--- src/hw/rtl/atf_pkg.sv ---
// ----------------------------------------------------------------------------
// atf_pkg: shared types and constants for the accelerometer tilt filter
// Widths of the CORDIC datapath, angle limits and the arctangent table.
// ----------------------------------------------------------------------------
package atf_pkg;

	// Width of the CORDIC input operands (a Q16.16 value or its negation).
	localparam int CIN_W = 33;
	// Width of the CORDIC x and y registers, with headroom for the gain.
	localparam int XY_W = 36;
	// Width of the Q4.30 angle accumulator.
	localparam int ANG_W = 34;
	// Width of the angle result port of the CORDIC unit.
	localparam int OUT_ANG_W = 16;

	localparam int HALF_PI_Q30 = 1686629713;
	localparam int ROLL_LIMIT = 25736;
	localparam int PITCH_LIMIT = 12868;
	// Half an output LSB in the Q4.30 accumulator (Q3.13 output).
	localparam int ROUND_Q17 = 65536;
	localparam int ROUND_SHIFT = 17;

	typedef struct packed {
		logic start;
		logic pitch_sel;
	} atf_cordic_ctl_t;

	function automatic logic signed [ANG_W-1:0] atan_entry(input logic [4:0] idx);
		logic signed [ANG_W-1:0] v;
		case (idx)
			5'd0: v = ANG_W'(843314857);
			5'd1: v = ANG_W'(497837829);
			5'd2: v = ANG_W'(263043837);
			5'd3: v = ANG_W'(133525159);
			5'd4: v = ANG_W'(67021687);
			5'd5: v = ANG_W'(33543516);
			5'd6: v = ANG_W'(16775851);
			5'd7: v = ANG_W'(8388437);
			5'd8: v = ANG_W'(4194283);
			5'd9: v = ANG_W'(2097149);
			5'd10: v = ANG_W'(1048576);
			5'd11: v = ANG_W'(524288);
			5'd12: v = ANG_W'(262144);
			5'd13: v = ANG_W'(131072);
			5'd14: v = ANG_W'(65536);
			5'd15: v = ANG_W'(32768);
			5'd16: v = ANG_W'(16384);
			5'd17: v = ANG_W'(8192);
			5'd18: v = ANG_W'(4096);
			5'd19: v = ANG_W'(2048);
			5'd20: v = ANG_W'(1024);
			5'd21: v = ANG_W'(512);
			5'd22: v = ANG_W'(256);
			5'd23: v = ANG_W'(128);
			default: v = '0;
		endcase
		return v;
	endfunction

endpackage

--- src/hw/rtl/atf_cordic.sv ---
// ----------------------------------------------------------------------------
// atf_cordic: iterative CORDIC vectoring unit
// Computes atan2(num, den) one micro-rotation per cycle and returns the angle
// rounded to Q3.13 and clamped to the roll or pitch limit.
// ----------------------------------------------------------------------------
module atf_cordic
	import atf_pkg::*;
#(
	parameter int STEPS = 16
) (
	input  logic                        clk,
	input  logic                        arst_n,
	input  atf_cordic_ctl_t             ctl,
	input  logic signed [CIN_W-1:0]     num,
	input  logic signed [CIN_W-1:0]     den,
	output logic                        done,
	output logic signed [OUT_ANG_W-1:0] angle
);

	localparam int CNT_W = $clog2(STEPS);

	logic                    run_q;
	logic                    done_q;
	logic                    zero_q;
	logic                    sel_q;
	logic [CNT_W-1:0]        cnt_q;
	logic signed [XY_W-1:0]  x_q, y_q;
	logic signed [ANG_W-1:0] z_q;

	logic signed [XY_W-1:0]  x_init, y_init, xe, ye;
	logic signed [ANG_W-1:0] z_init;
	logic signed [XY_W-1:0]  xs, ys, x_nxt, y_nxt;
	logic signed [ANG_W-1:0] z_nxt, at;
	logic                    last;
	logic signed [ANG_W:0]   rnd, rsh, lim, clamp;

	// A vector in the left half plane is turned by a quarter turn first.
	always_comb begin
		xe = XY_W'(den);
		ye = XY_W'(num);
		if (den[CIN_W-1]) begin
			if (!num[CIN_W-1]) begin
				x_init = ye;
				y_init = -xe;
				z_init = ANG_W'(HALF_PI_Q30);
			end else begin
				x_init = -ye;
				y_init = xe;
				z_init = -ANG_W'(HALF_PI_Q30);
			end
		end else begin
			x_init = xe;
			y_init = ye;
			z_init = '0;
		end
	end

	always_comb begin
		xs = x_q >>> cnt_q;
		ys = y_q >>> cnt_q;
		at = atan_entry(5'(cnt_q));
		if (y_q[XY_W-1]) begin
			x_nxt = x_q - ys;
			y_nxt = y_q + xs;
			z_nxt = z_q - at;
		end else begin
			x_nxt = x_q + ys;
			y_nxt = y_q - xs;
			z_nxt = z_q + at;
		end
	end

	assign last = (cnt_q == CNT_W'(STEPS - 1));

	always_ff @(posedge clk or negedge arst_n) begin
		if (!arst_n) begin
			run_q  <= 1'b0;
			done_q <= 1'b0;
			zero_q <= 1'b0;
			sel_q  <= 1'b0;
			cnt_q  <= '0;
		end else begin
			done_q <= 1'b0;
			if (ctl.start) begin
				run_q  <= 1'b1;
				cnt_q  <= '0;
				sel_q  <= ctl.pitch_sel;
				zero_q <= (num == '0) && (den == '0);
			end else if (run_q) begin
				if (last) begin
					run_q  <= 1'b0;
					done_q <= 1'b1;
				end else begin
					cnt_q <= cnt_q + 1'b1;
				end
			end
		end
	end

	always_ff @(posedge clk) begin
		if (ctl.start) begin
			x_q <= x_init;
			y_q <= y_init;
			z_q <= z_init;
		end else if (run_q) begin
			x_q <= x_nxt;
			y_q <= y_nxt;
			z_q <= z_nxt;
		end
	end

	always_comb begin
		rnd = (ANG_W+1)'(z_q) + (ANG_W+1)'(ROUND_Q17);
		rsh = rnd >>> ROUND_SHIFT;
		lim = sel_q ? (ANG_W+1)'(PITCH_LIMIT) : (ANG_W+1)'(ROLL_LIMIT);
		if (rsh > lim) begin
			clamp = lim;
		end else if (rsh < -lim) begin
			clamp = -lim;
		end else begin
			clamp = rsh;
		end
	end

	// The zero vector has no direction and reads as angle zero.
	assign angle = zero_q ? '0 : OUT_ANG_W'(clamp);
	assign done  = done_q;

	a_done_idle: assert property (@(posedge clk) disable iff (!arst_n)
		done_q |-> !run_q)
		else $error("CORDIC done raised while still iterating");

	a_start_idle: assert property (@(posedge clk) disable iff (!arst_n)
		ctl.start |-> (!run_q && !done_q))
		else $error("CORDIC started while busy");

	a_count: assert property (@(posedge clk) disable iff (!arst_n)
		(run_q && !ctl.start && !last) |=> (run_q && cnt_q == $past(cnt_q) + 1'b1))
		else $error("CORDIC iteration count skipped");

endmodule

--- src/hw/rtl/atf_isqrt.sv ---
// ----------------------------------------------------------------------------
// atf_isqrt: iterative 64-bit integer square root
// Digit-by-digit restoring square root, one result bit per cycle, floored.
// ----------------------------------------------------------------------------
module atf_isqrt
	import atf_pkg::*;
(
	input  logic        clk,
	input  logic        arst_n,
	input  logic        start,
	input  logic [63:0] operand,
	output logic        done,
	output logic [31:0] root
);

	localparam int ISQ_STEPS = 32;
	localparam logic [5:0] TOP_SHIFT = 6'd62;

	logic        run_q;
	logic        done_q;
	logic [4:0]  cnt_q;
	logic [63:0] rem_q;
	logic [63:0] res_q;

	logic [63:0] bitv;
	logic [64:0] trial;
	logic        take;
	logic        last;

	always_comb begin
		bitv  = 64'd1 << (TOP_SHIFT - {cnt_q, 1'b0});
		trial = {1'b0, res_q} + {1'b0, bitv};
		take  = ({1'b0, rem_q} >= trial);
	end

	assign last = (cnt_q == 5'(ISQ_STEPS - 1));

	always_ff @(posedge clk or negedge arst_n) begin
		if (!arst_n) begin
			run_q  <= 1'b0;
			done_q <= 1'b0;
			cnt_q  <= '0;
		end else begin
			done_q <= 1'b0;
			if (start) begin
				run_q <= 1'b1;
				cnt_q <= '0;
			end else if (run_q) begin
				if (last) begin
					run_q  <= 1'b0;
					done_q <= 1'b1;
				end else begin
					cnt_q <= cnt_q + 1'b1;
				end
			end
		end
	end

	always_ff @(posedge clk) begin
		if (start) begin
			rem_q <= operand;
			res_q <= '0;
		end else if (run_q) begin
			if (take) begin
				rem_q <= rem_q - trial[63:0];
				res_q <= (res_q >> 1) + bitv;
			end else begin
				res_q <= res_q >> 1;
			end
		end
	end

	assign done = done_q;
	assign root = res_q[31:0];

endmodule

--- src/hw/rtl/accel_tilt_filter.sv ---
// ----------------------------------------------------------------------------
// accel_tilt_filter: low-pass filtered three-axis tilt sensor
// Each input beat passes through the filter update of the three axes, two
// CORDIC runs of one rotation per cycle and a square root, all sequential.
// The input stalls while a sample is in work. Reset clears the three filter states.
// ----------------------------------------------------------------------------
module accel_tilt_filter
	import atf_pkg::*;
#(
	parameter int SAMPLE_WIDTH = 16,
	parameter int CORDIC_STEPS = 16
) (
	input  logic                          clk,
	input  logic                          arst_n,
	input  logic                          in_valid,
	output logic                          in_stall,
	input  logic signed [SAMPLE_WIDTH-1:0] accel_x,
	input  logic signed [SAMPLE_WIDTH-1:0] accel_y,
	input  logic signed [SAMPLE_WIDTH-1:0] accel_z,
	output logic                          out_valid,
	input  logic                          out_stall,
	output logic signed [15:0]            roll_angle,
	output logic signed [14:0]            pitch_angle,
	output logic signed [15:0]            filtered_z_out
);

	localparam logic [3:0] ST_IDLE       = 4'd0;
	localparam logic [3:0] ST_FILT       = 4'd1;
	localparam logic [3:0] ST_ROLL_GO    = 4'd2;
	localparam logic [3:0] ST_ROLL_WAIT  = 4'd3;
	localparam logic [3:0] ST_SQ_Y       = 4'd4;
	localparam logic [3:0] ST_SQ_Z       = 4'd5;
	localparam logic [3:0] ST_SQRT_GO    = 4'd6;
	localparam logic [3:0] ST_SQRT_WAIT  = 4'd7;
	localparam logic [3:0] ST_PITCH_GO   = 4'd8;
	localparam logic [3:0] ST_PITCH_WAIT = 4'd9;
	localparam logic [3:0] ST_OUT        = 4'd10;

	localparam logic [1:0] AXIS_X = 2'd0;
	localparam logic [1:0] AXIS_Y = 2'd1;
	localparam logic [1:0] AXIS_Z = 2'd2;

	// Filter datapath widths: d = s*2^16 - f, acc = f*2^16 + d*655 + 2^15.
	localparam int DW = ((SAMPLE_WIDTH + 16 > 32) ? SAMPLE_WIDTH + 16 : 32) + 1;
	localparam int PW = DW + 11;
	localparam int AW = DW + 17;
	localparam int COEF_NEW = 655;
	localparam int ROUND_HALF = 32768;
	localparam logic signed [31:0] SAT_MAX = 32'sh7FFF_FFFF;
	localparam logic signed [31:0] SAT_MIN = 32'sh8000_0000;

	logic [3:0]                    state_q;
	logic [1:0]                    axis_q;
	logic signed [SAMPLE_WIDTH-1:0] samp_q [3];
	logic signed [31:0]            filt_q [3];
	logic [63:0]                   sq_prod_q;
	logic [63:0]                   sq_sum_q;
	logic signed [15:0]            roll_q;
	logic signed [14:0]            pitch_q;
	logic                          out_valid_q;
	logic signed [15:0]            roll_out_q;
	logic signed [14:0]            pitch_out_q;
	logic signed [15:0]            fz_out_q;

	logic signed [31:0]            filt_sel;
	logic signed [SAMPLE_WIDTH-1:0] samp_sel;
	logic signed [DW-1:0]          flt_d;
	logic signed [PW-1:0]          flt_p;
	logic signed [AW-1:0]          flt_acc, flt_sh;
	logic signed [31:0]            flt_new;

	logic signed [31:0]            sq_src;
	logic [31:0]                   sq_a;
	logic [63:0]                   sq_prod;

	atf_cordic_ctl_t               cor_ctl;
	logic signed [CIN_W-1:0]       cor_num, cor_den;
	logic                          cor_done;
	logic signed [OUT_ANG_W-1:0]   cor_angle;
	logic                          sqrt_start;
	logic                          sqrt_done;
	logic [31:0]                   sqrt_root;

	logic                          in_take;
	logic                          out_load;

	// ---- first-order low-pass, one axis per cycle through one multiplier ----
	always_comb begin
		filt_sel = filt_q[axis_q];
		samp_sel = samp_q[axis_q];
		flt_d    = (DW'(samp_sel) <<< 16) - DW'(filt_sel);
		flt_p    = PW'(flt_d) * PW'(COEF_NEW);
		flt_acc  = AW'(flt_p) + (AW'(filt_sel) <<< 16) + AW'(ROUND_HALF);
		flt_sh   = flt_acc >>> 16;
		if ((&flt_sh[AW-1:31]) || !(|flt_sh[AW-1:31])) begin
			flt_new = flt_sh[31:0];
		end else if (flt_sh[AW-1]) begin
			flt_new = SAT_MIN;
		end else begin
			flt_new = SAT_MAX;
		end
	end

	// ---- squares of the filtered y and z magnitudes ----
	always_comb begin
		sq_src  = (state_q == ST_SQ_Z) ? filt_q[AXIS_Z] : filt_q[AXIS_Y];
		sq_a    = sq_src[31] ? 32'(-sq_src) : 32'(sq_src);
		sq_prod = 64'(sq_a) * 64'(sq_a);
	end

	// ---- shared CORDIC unit: roll first, then pitch ----
	always_comb begin
		cor_ctl.start     = (state_q == ST_ROLL_GO) || (state_q == ST_PITCH_GO);
		cor_ctl.pitch_sel = (state_q == ST_PITCH_GO);
		if (state_q == ST_PITCH_GO) begin
			cor_num = -CIN_W'(filt_q[AXIS_X]);
			cor_den = $signed({1'b0, sqrt_root});
		end else begin
			cor_num = CIN_W'(filt_q[AXIS_Y]);
			cor_den = CIN_W'(filt_q[AXIS_Z]);
		end
	end

	assign sqrt_start = (state_q == ST_SQRT_GO);

	atf_cordic #(
		.STEPS(CORDIC_STEPS)
	) u_cordic (
		.clk   (clk),
		.arst_n(arst_n),
		.ctl   (cor_ctl),
		.num   (cor_num),
		.den   (cor_den),
		.done  (cor_done),
		.angle (cor_angle)
	);

	atf_isqrt u_isqrt (
		.clk    (clk),
		.arst_n (arst_n),
		.start  (sqrt_start),
		.operand(sq_sum_q + sq_prod_q),
		.done   (sqrt_done),
		.root   (sqrt_root)
	);

	assign in_stall = (state_q != ST_IDLE);
	assign in_take  = in_valid && !in_stall;
	assign out_load = (state_q == ST_OUT) && (!out_valid_q || !out_stall);

	// ---- sequencer ----
	always_ff @(posedge clk or negedge arst_n) begin
		if (!arst_n) begin
			state_q     <= ST_IDLE;
			axis_q      <= AXIS_X;
			out_valid_q <= 1'b0;
			filt_q[0]   <= '0;
			filt_q[1]   <= '0;
			filt_q[2]   <= '0;
		end else begin
			case (state_q)
				ST_IDLE: begin
					if (in_take) begin
						axis_q  <= AXIS_X;
						state_q <= ST_FILT;
					end
				end
				ST_FILT: begin
					filt_q[axis_q] <= flt_new;
					if (axis_q == AXIS_Z) begin
						state_q <= ST_ROLL_GO;
					end else begin
						axis_q <= axis_q + 1'b1;
					end
				end
				ST_ROLL_GO: state_q <= ST_ROLL_WAIT;
				ST_ROLL_WAIT: begin
					if (cor_done) begin
						state_q <= ST_SQ_Y;
					end
				end
				ST_SQ_Y: state_q <= ST_SQ_Z;
				ST_SQ_Z: state_q <= ST_SQRT_GO;
				ST_SQRT_GO: state_q <= ST_SQRT_WAIT;
				ST_SQRT_WAIT: begin
					if (sqrt_done) begin
						state_q <= ST_PITCH_GO;
					end
				end
				ST_PITCH_GO: state_q <= ST_PITCH_WAIT;
				ST_PITCH_WAIT: begin
					if (cor_done) begin
						state_q <= ST_OUT;
					end
				end
				ST_OUT: begin
					if (out_load) begin
						state_q <= ST_IDLE;
					end
				end
				default: state_q <= ST_IDLE;
			endcase

			// A finished beat may wait here while the next sample is taken in.
			if (out_load) begin
				out_valid_q <= 1'b1;
			end else if (!out_stall) begin
				out_valid_q <= 1'b0;
			end
		end
	end

	// ---- payload registers ----
	always_ff @(posedge clk) begin
		if (in_take) begin
			samp_q[AXIS_X] <= accel_x;
			samp_q[AXIS_Y] <= accel_y;
			samp_q[AXIS_Z] <= accel_z;
		end
		if (state_q == ST_SQ_Y) begin
			sq_prod_q <= sq_prod;
		end
		if (state_q == ST_SQ_Z) begin
			sq_sum_q  <= sq_prod_q;
			sq_prod_q <= sq_prod;
		end
		if ((state_q == ST_ROLL_WAIT) && cor_done) begin
			roll_q <= cor_angle;
		end
		if ((state_q == ST_PITCH_WAIT) && cor_done) begin
			pitch_q <= cor_angle[14:0];
		end
		if (out_load) begin
			roll_out_q  <= roll_q;
			pitch_out_q <= pitch_q;
			fz_out_q    <= filt_q[AXIS_Z][31:16];
		end
	end

	assign out_valid      = out_valid_q;
	assign roll_angle     = roll_out_q;
	assign pitch_angle    = pitch_out_q;
	assign filtered_z_out = fz_out_q;

	a_take_starts: assert property (@(posedge clk) disable iff (!arst_n)
		in_take |=> (state_q == ST_FILT))
		else $error("accepted sample did not start the filter");

	a_cordic_done: assert property (@(posedge clk) disable iff (!arst_n)
		cor_done |-> (state_q == ST_ROLL_WAIT || state_q == ST_PITCH_WAIT))
		else $error("CORDIC finished outside a wait state");

	a_sqrt_done: assert property (@(posedge clk) disable iff (!arst_n)
		sqrt_done |-> (state_q == ST_SQRT_WAIT))
		else $error("square root finished outside its wait state");

	a_out_hold: assert property (@(posedge clk) disable iff (!arst_n)
		(state_q == ST_OUT && out_valid_q && out_stall) |=> (state_q == ST_OUT))
		else $error("result overwrote a stalled output beat");

endmodule

--- config.mk ---
export PLATFORM = sky130hd
export DESIGN_NAME = accel_tilt_filter
export DESIGN_NICKNAME = d
export VERILOG_FILES = /design/src/hw/rtl/atf_pkg.sv /design/src/hw/rtl/atf_cordic.sv /design/src/hw/rtl/atf_isqrt.sv /design/src/hw/rtl/accel_tilt_filter.sv
export SDC_FILE = /design/constraint.sdc
export NUM_CORES = 2
export LEC_CHECK = 0
export BUFFER_PORTS_ARGS = -buffer_cell sky130_fd_sc_hd__clkbuf_2
export CAP_MARGIN = 15
export CORE_MARGIN = 3
export CORE_UTILIZATION = 28
export CTS_CLUSTER_SIZE = 14
export DETAILED_ROUTE_END_ITERATION = 16
export PLACE_DENSITY_LB_ADDON = 0.25
export SYNTH_ARGS = -nofsm -noshare
export SYNTH_HDL_FRONTEND = slang
export SYNTH_SLANG_ARGS = --single-unit
--- constraint.sdc ---
create_clock -name clk -period 35 [get_ports clk]
set_input_delay 5.25 -clock clk [delete_from_list [all_inputs] [get_ports clk]]
set_output_delay 5.25 -clock clk [all_outputs]
set_load 0.03 [all_outputs]
==> flow_metrics.py <==
metrics = {
    "grt": {
        "overflow": 0,
        "grt_pass1_vias": 72090,
        "grtUsageTotal_pct": 17.55,
        "antenna_found_initial": 9,
        "grt_pass1_wl_um": 437400,
        "grt_max_degree": 73,
    },
    "power_and_ir_drop": {
        "comb_power_share_pct": 53.1,
        "intPower_uw": 2547,
        "swShare_pct": 43.15,
        "p_leak_uw": 0.04370,
        "seqPwrFrac_pct": 27.3,
        "power.switching_uw": 1934,
        "irDropWorstVdd_uv": 37.64,
        "power_density_mw_per_mm2": 46.98,
        "clkPwrFrac_pct": 19.5,
    },
    "synthesis": {
        "synth-seq-cells": 604,
        "syn_area_per_cell_um2": 8.996,
        "synth.distinct_cells": 119,
        "yosysSeqAreaShare_pct": 19.33,
        "syn_area_mm2": 0.08748,
        "yosysTopAreaCell": "fa_1",
        "yosys-top-cells-area": "fa_1, edfxtp_1, ha_1",
        "synthCells": 9725,
        "ys.flop_type": "edfxtp_1",
        "yosysWarnings": 0,
        "synth_edf_count": 422,
        "synth_top_area_share_pct": 21.85,
        "synth-async-reset-ratio_pct": 19.54,
    },
    "detailed_routing": {
        "viasPerCell": 5.063,
        "drc": 0,
        "postRouteAntennaNets": 0,
        "wl_per_cell_um": 20.48,
        "drt_iter0_drc": 4864,
        "vias": 69920,
        "first_pass_iters": 6,
        "drt-total-wl_um": 282800,
    },
    "floorplan": {
        "coreArea_mm2": 0.3099,
        "placementRows": 204,
        "die_area_mm2": 0.3192,
        "io_pins": 101,
        "die_w_um": 565.0,
        "initial_utilization_pct": 28.23,
        "die_h_um": 565.0,
    },
    "cts": {
        "clock_path_buffers": 3,
        "insertion_delay_ns": 0.72,
        "clk_pin_slew_worst_paths_ns": 0.06,
        "holdBufCountCts": 0,
        "cts.sinks": 604,
        "cts_setup_buffers": 0,
        "cts_buffers": 82,
        "cts_root_buffer": "clkbuf_16",
        "cts_tree": "done",
        "htree_levels": 3,
        "cts_resized": 0,
    },
    "layout": {
        "finalNetCount": 11420,
        "fillers": 32450,
        "drive_gt1_share_pct": 6.556,
        "stdcell_area_mm2": 0.09539,
        "areaGrowthSynthToFinish_pct": 9.035,
        "fin_cells": 13810,
    },
    "timing": {
        "setup_viol": 0,
        "min_period_ns": 13.98,
        "skew_ns": 0.05909,
        "fin_tns_setup_ns": 0,
        "finalHoldViolations": 0,
        "max_freq_ghz": 0.07154,
        "drv_slew": 0,
        "fin_crit_sh_pct": 39.94,
        "tightest_slew_ns": 1.133,
        "slew_headroom_pct": 23.97,
        "rsz0062_at_grt": "false",
    },
    "critical_path": {
        "slowest_delay_ns": 0.83,
        "reg2reg_from": "state_q[1]$_DFFE_PN0P_",
        "rr_endpoint": "sq_prod_q[63]$_DFFE_PP_",
        "slowest_stage": "nand4bb_4",
        "path_max_fanout": 29,
        "reg2reg_setup_slack_ns": 21.02,
        "worst_ep_required_time_ns": 35.42,
        "worstSetupStartpointType": "register",
        "worstSetupPathType": "register to register",
        "crit_path_start": "state_q[1]$_DFFE_PN0P_",
        "reg2regPathDepth": 40,
        "critical_path.most_common_cell": "fa_1",
        "endpoint": "sq_prod_q[63]$_DFFE_PP_",
        "worstPathArrival_ns": 14.40,
        "crit_path_end_kind": "register",
    },
    "run_status": {
        "outcome": "complete, no violations",
    },
    "place": {
        "place_inst": 13650,
        "place.port_buffers": 100,
        "gp_congestion": 0.9069,
        "place.detailed.hpwl_um": 223200,
        "dpl-instance-area_mm2": 0.09262,
    },
    "run": {
        "maxCapViolations": 0,
    },
    "hold_path": {
        "hold_path_class": "register to register",
    },
}
## logic make-up after synthesis
group | synth area share, %
muxes | 4.880
AOI/OAI and AO/OA | 15.04
xor gates and xnor gates | 6.788
buffers and inverters | 7.931
DFF | 19.33
other | 0.008585
and+or+nand+nor | 12.88
adders and majority gates | 33.15
## registers in the layout (all words and copies together) (netlist names), 4 cells and up
signal          cells
filt_q             96
u_isqrt.rem_q      64
u_isqrt.res_q      64
sq_prod_q          63
sq_sum_q           63
samp_q             48
u_cordic.x_q       36
u_cordic.y_q       36
u_cordic.z_q       34
filtered_z_out     16
roll_angle         16
roll_q             16
pitch_angle        15
pitch_q            15
u_isqrt.cnt_q       5
state_q             4
u_cordic.cnt_q      4
## area by class of cell
cell class                      count  area, um^2  area share [%]
Tap cell                         4120        5155           5.404
Timing Repair Buffer              215        1378           1.444
Clock inverter                     48       565.5          0.5929
Clock buffer                      104        2175           2.280
Sequential cell                   604       16920           17.74
Inverter                         1360        5105           5.352
Antenna cell                        4       10.01         0.01049
Multi-Input combinational cell   7355       64070           67.17
## cell usage in the layout (no fill, tap or decap), types with 69 or more instances in the layout
cell       netlist  final
inv_1         1348   1346
fa_1           955    955
nor2_1         858    856
ha_1           790    790
nand2_1        791    787
a21oi_1        725    723
o21ai_0        446    444
edfxtp_1       422    422
xnor2_1        396    384
xor2_1         282    269
a21o_1         204    204
mux2i_1        197    196
nand3_1        141    141
a31oi_1        133    133
nor3_1         121    121
buf_4           14    114
dfrtp_1        118    112
clkbuf_2         2     99
mux4_2          87     87
nand4_1         82     82
clkbuf_16        0     82
nor2b_1         81     79
and3_1          77     76
o21bai_1        77     76
a211oi_1        70     70
nand2b_1        70     69
## how the worst min path moves through the flow
stage,startpoint,endpoint,slack (ns),cells past startpoint
after global routing,roll_q[3]$_DFFE_PP_,roll_angle[3]$_DFFE_PP_,0.42,0
after global placement,roll_q[7]$_DFFE_PP_,roll_angle[7]$_DFFE_PP_,0.40,0
after detailed placement,pitch_q[11]$_DFFE_PP_,pitch_angle[11]$_DFFE_PP_,0.40,0
final,pitch_q[10]$_DFFE_PP_,pitch_angle[10]$_DFFE_PP_,0.41,0
after floorplan,pitch_q[0]$_DFFE_PP_,pitch_angle[0]$_DFFE_PP_,0.40,0
after CTS,pitch_q[11]$_DFFE_PP_,pitch_angle[11]$_DFFE_PP_,0.42,0
## per-layer routing
metal,vias up,GRT usage (%),routed length (um)
li1,32750,-,-
met1,34840,24.64,131400
met2,1954,28.47,128200
met3,374,1.738,13980
met4,4,5.262,9144
met5,-,0,27
## power by group through the flow
stage	clock, uW	sequential, uW	combinational [uW]
after floorplan	0	1090	1890
after global placement	0	1230	2300
after detailed placement	0	1230	2330
after CTS	906	1220	2350
after global routing	932	1240	2660
final	876	1230	2380
## per-stage QoR
| stage | hold slack, ns | util, % | total power, uW | setup WS [ns] |
|---|---|---|---|---|
| 6_report | 0.4077 | 30.78 | 4481 | 21.02 |
| 5_1_grt | 0.4222 | 30.78 | 4826 | 20.19 |
| 4_1_cts | 0.4189 | 30.77 | 4479 | 20.35 |
| 3_5_place_dp | 0.4045 | 29.89 | 3564 | 20.43 |
| 3_3_place_gp | 0.4011 | 29.89 | 3527 | 20.61 |
| 2_1_floorplan | 0.4003 | - | 2978 | 23.65 |
## cell usage after synthesis (all sizes together), types with 55 or more instances
| master | n |
|---|---|
| inv | 1351 |
| fa | 955 |
| nor2 | 860 |
| nand2 | 792 |
| ha | 790 |
| a21oi | 725 |
| o21ai | 467 |
| edfxtp | 422 |
| xnor2 | 396 |
| clkbuf | 324 |
| xor2 | 282 |
| a21o | 205 |
| mux2i | 197 |
| nand3 | 141 |
| a31oi | 134 |
| nor3 | 125 |
| dfrtp | 118 |
| buf | 102 |
| mux4 | 87 |
| nand4 | 82 |
| nor2b | 81 |
| and3 | 78 |
| o21bai | 77 |
| a211oi | 73 |
| nand2b | 70 |
| o21a | 65 |
| dfxtp | 64 |
| o31ai | 62 |
| o211ai | 58 |
| and2 | 55 |
## worst max-delay path: cells and delay by family (launching register included)
kind                     cells  cell delay (ns)
XOR/XNOR                     2             0.70
buffers and inverters        9             2.26
AO/OA/AOI/OAI               11             3.48
flip-flops                   1             0.63
adder cells (fa/ha/maj)     10             4.58
AND/OR/NAND/NOR              8             2.00
Power figures use the tool's default switching activity.
